===== src/rtl/dbam_ram.sv =====
`timescale 1ns / 1ps
// Generic single-write, single-read RAM with registered read data.
// No dependencies.

module dbam_ram #(
   parameter int WIDTH = 8,
   parameter int DEPTH = 16
) (
   input  logic                     clock,
   input  logic                     wr_en,
   input  logic [$clog2(DEPTH)-1:0] wr_addr,
   input  logic [WIDTH-1:0]         wr_data,
   input  logic                     rd_en,
   input  logic [$clog2(DEPTH)-1:0] rd_addr,
   output logic [WIDTH-1:0]         rd_data
);

   logic [WIDTH-1:0] mem_ff [DEPTH];
   logic [WIDTH-1:0] rd_data_ff;

   always_ff @(posedge clock) begin
      if (wr_en) mem_ff[wr_addr] <= wr_data;
      if (rd_en) rd_data_ff <= mem_ff[rd_addr];
   end

   assign rd_data = rd_data_ff;

endmodule


===== config.mk =====
export PLATFORM = sky130hd
export DESIGN_NAME = dbam_ram
export DESIGN_NICKNAME = d
export VERILOG_FILES = /design/src/rtl/dbam_ram.sv
export SDC_FILE = /design/constraint.sdc
export NUM_CORES = 1
export LEC_CHECK = 0
export BUFFER_PORTS_ARGS = -buffer_cell sky130_fd_sc_hd__buf_2
export CAP_MARGIN = 15
export CORE_ASPECT_RATIO = 0.9
export CORE_MARGIN = 3
export CORE_UTILIZATION = 27
export CTS_CLUSTER_DIAMETER = 60
export DETAILED_ROUTE_END_ITERATION = 10
export GPL_TIMING_DRIVEN = 0
export REMOVE_ABC_BUFFERS = 1
export SETUP_SLACK_MARGIN = 0.4
export SYNTH_ARGS = -nofsm -noshare
export SYNTH_HDL_FRONTEND = slang
export SYNTH_SLANG_ARGS = --single-unit
export TNS_END_PERCENT = 1

===== constraint.sdc =====
create_clock -name clock -period 4.3 [get_ports clock]
set_clock_uncertainty 0.1 [all_clocks]
set_input_delay 0.215 -clock clock [delete_from_list [all_inputs] [get_ports clock]]
set_output_delay 0.215 -clock clock [all_outputs]
set_load 0.005 [all_outputs]

# Word-level counts from Yosys, hierarchy flattened
# Memory sizes are Yosys's and may differ from the RTL's. A register that Yosys moved wholly into a read port is not among the register bits.
# Cells that the tools add are included.
# classes
add_sub_neg	0
reduce_logical	0
n_lt_le_gt_ge	0
mul	0
n_div	0
mux	2
shifts	0
n_bitwise	0
n_eq_ne	0
# ops
op	count
2-to-1 mux 1 bit	2
# totals
latch_bits	0
regBits	0
rom_bits	0
mem_count	1
mem_bits_rw	128
input_bits	19
# mem_list
name	depth	width	rd	rd_clocked_by_memory_dff	write_ports	line	source
mem_ff	16	8	1	1	1	18	logic [WIDTH-1:0] mem_ff [DEPTH];

# Logic depth before layout (Yosys ltp)
# logic_depth
depth_word	2
depth_mapped	5
ltp_nobuf	3

# Worst setup path after synthesis
# No wires, ideal clock.
# synth_timing
kind	input port to flip-flop
start	in wr_addr[2]
end	mem mem_ff[0][0], enable pin
t_required_ns	3.817
slack_ns	2.492
stages	2
t_arrival_ns	1.325
setup_time_ns	0.383
path_cell_list	or3b_2 nor3_1
# synth_rtl
element	line	source
start, declared	11	input logic [$clog2(DEPTH)-1:0] wr_addr,
end, declared	18	
# No word-level cell before the write port.

==> summary.txt <==
run status -> finished clean
Root Buffer -> clkbuf_16
CTS resizes -> 0
Worst-path clk slew -> 50 ps
# hold bufs at CTS -> 0
Crit Path Category -> input port to flip-flop
dpl hpwl -> 6270 µm
number of remaining DRC errors -> 0
Worst Tran Pin Value -> 1060 ps
Sink Count -> 136
non-filler cells, final -> 525
Worst setup EP type -> flip-flop
Crit path depth -> 4
vias in the first global route -> 2,335
grt met3 use -> 0.0494
DRT iter0 DRCs -> 188
Synth Register Bits -> 136
final setup fails -> 0
Critical Path Source Type -> input port
hold_sp -> rd_en
global route hottest layer -> met1
layout cell share with drive strength beyond 1 -> 0.282
fin nets -> 286
CP startpoint -> rd_addr[0]
post-synth cell types -> 18
most frequent cells in the layout -> edfxtp_1, buf_2, mux4_2
pin count of the biggest net entering global routing -> 33
RR Endpoint -> rd_data[3]$_DFFE_PP_
CTS tree -> yes
Setup Buffers After CTS -> 0
final-report hold violation count -> 0
P per Cell Area -> 510 nW/µm²
Max FO, Critical Path -> 32
Worst Path Buf+Inv -> 1
worst r2r src -> mem_ff[9][3]$_DFFE_PP_
Tmin final -> 2110 ps
ANT nets after route -> 0
TNS Setup -> 0 ps
CTS Buf Count -> 17
Leak -> 2.03 nW
top cell family by delay on the critical path -> buffers and inverters
DRT Wirelength -> 10,200 µm
top-area cell type share of the netlist area -> 0.781
crit-path cells -> buf_2 -> mux4_1 -> a22oi_1 -> nand2_1
die height -> 138 µm
Slew Limit Fails -> 0
WL/cell -> 19.4 µm
Critical Path RT -> 4350 ps
unrepaired setup endpoints after global routing -> false
cell at the slowest stage of the critical path -> buf_2
GR Overflow Total -> 0
# diodes -> 0
Post-Syn Instances -> 229
maximum operating frequency -> 474 MHz
Mapped Avg Cell Area -> 22.8 µm²
Final period util -> 0.490
met1 global-route usage -> 0.141
reg2reg path depth -> 3
via count -> 2,401
All-Layer GR Usage -> 0.0996
die footprint -> 21,100 µm²
relative slew slack -> 0.293
CP peak stage delay -> 770 ps
VDD IR max -> 0.276 mV
# rows -> 47
register area share after synthesis -> 0.781
GR Layer Usage met2 -> 0.138
most common cell after layout, fill and taps aside -> edfxtp_1
Starting Density -> 0.280
yosys warns -> 0
Post-Syn Area -> 5230 µm²
core area -> 18,700 µm²
WP data arrival -> 2150 ps
HP Class -> input port to flip-flop
drt first pass iters -> 4
Max Cap Viol -> 0
area delta synth->final -> 19.3%
Placed Cells -> 493
die width -> 153 µm
PortBufs -> 26
htree depth -> 4
vias per inst -> 4.57
deepest clock path buffer count -> 2
Synth area leaders -> edfxtp_1, mux4_2, mux4_1, a22oi_1, nor2_1
first-pass GRT wire length -> 15,100 µm
area leader, netlist -> edfxtp_1
clk_lat worst skew -> 420 ps
initial antenna violation count -> 1
Worst Setup EP -> rd_data[3]$_DFFE_PP_
setup slack, reg-to-reg -> 2580 ps
I/O pin cnt -> 27
GPL Wtd Cong -> 0.724
[cells by family after synthesis]
group | share of synthesized area
multiplexers | 0.148
AO/OA/AOI/OAI | 0.0230
AND/OR/NAND/NOR | 0.0314
flip-flops | 0.781
buffers and inverters | 0.0165
[Yosys cell counts]
cell type,count
nor2_1,13
mux4_2,18
or3b_2,1
clkdlybuf4s25_2,3
nand2_1,9
nand3b_1,2
buf_4,1
edfxtp_1,136
nand2b_1,2
buf_2,3
mux4_1,14
a22oi_1,16
nor2b_1,1
and2_1,1
nand3_1,1
and2b_1,1
buf_6,3
nor3_1,4
[through the flow]
| step | total power [mW] | utilization | instance area (µm²) | hold slack [ps] | setup WS, ps |
|---|---|---|---|---|---|
| after floorplan | 1.59 | - | 5140 | 214 | 2490 |
| after global placement | 1.65 | 0.298 | 5580 | 446 | 1680 |
| after detailed placement | 1.66 | 0.300 | 5610 | 452 | 1680 |
| after CTS | 3.20 | 0.334 | 6240 | 13.6 | 2120 |
| after global routing | 3.29 | 0.334 | 6240 | 19.7 | 2030 |
| final | 3.18 | 0.334 | 6240 | 23.5 | 2190 |
[registers in the layout, summed over array words and instances, names as in the netlist]
| name | flops |
|---|---|
| rd_data | 8 |
| mem_ff | 128 |
[final cells by class]
class                      count  area, µm²
multi-input combinational     83       1060
timing repair buffer          29        153
tap                          245        307
sequential                   136       4080
clock inverter                15        208
fill                        1777      12500
clock buffer                  17        425
[worst min path at each step]
| stage | slack [ps] | to | cells past startpoint |
|---|---|---|---|
| 2_1_floorplan | 210 | mem_ff[0][0]$_DFFE_PP_ | 0 |
| 3_3_place_gp | 450 | rd_data[5]$_DFFE_PP_ | 1 |
| 3_5_place_dp | 450 | rd_data[5]$_DFFE_PP_ | 1 |
| 4_1_cts | 10 | rd_data[7]$_DFFE_PP_ | 1 |
| 5_1_grt | 20 | rd_data[7]$_DFFE_PP_ | 1 |
| 6_report | 20 | rd_data[7]$_DFFE_PP_ | 1 |
[power breakdown]
group          internal [mW]  switching [mW]  leakage [nW]
registers               1.49         0.00571          1.24
logic                 0.0520          0.0788         0.490
clock network           1.02           0.531         0.300
[per-layer routing]
metal | routed length [µm] | share of wire | up-vias
met2 | 4530 | 0.45 | 72
met4 | 117 | 0.012 | 2
met5 | 13 | 0.0013 | -
li1 | - | - | 1059
met3 | 747 | 0.073 | 16
met1 | 4760 | 0.47 | 1252
(Power assumes the default switching activity.)
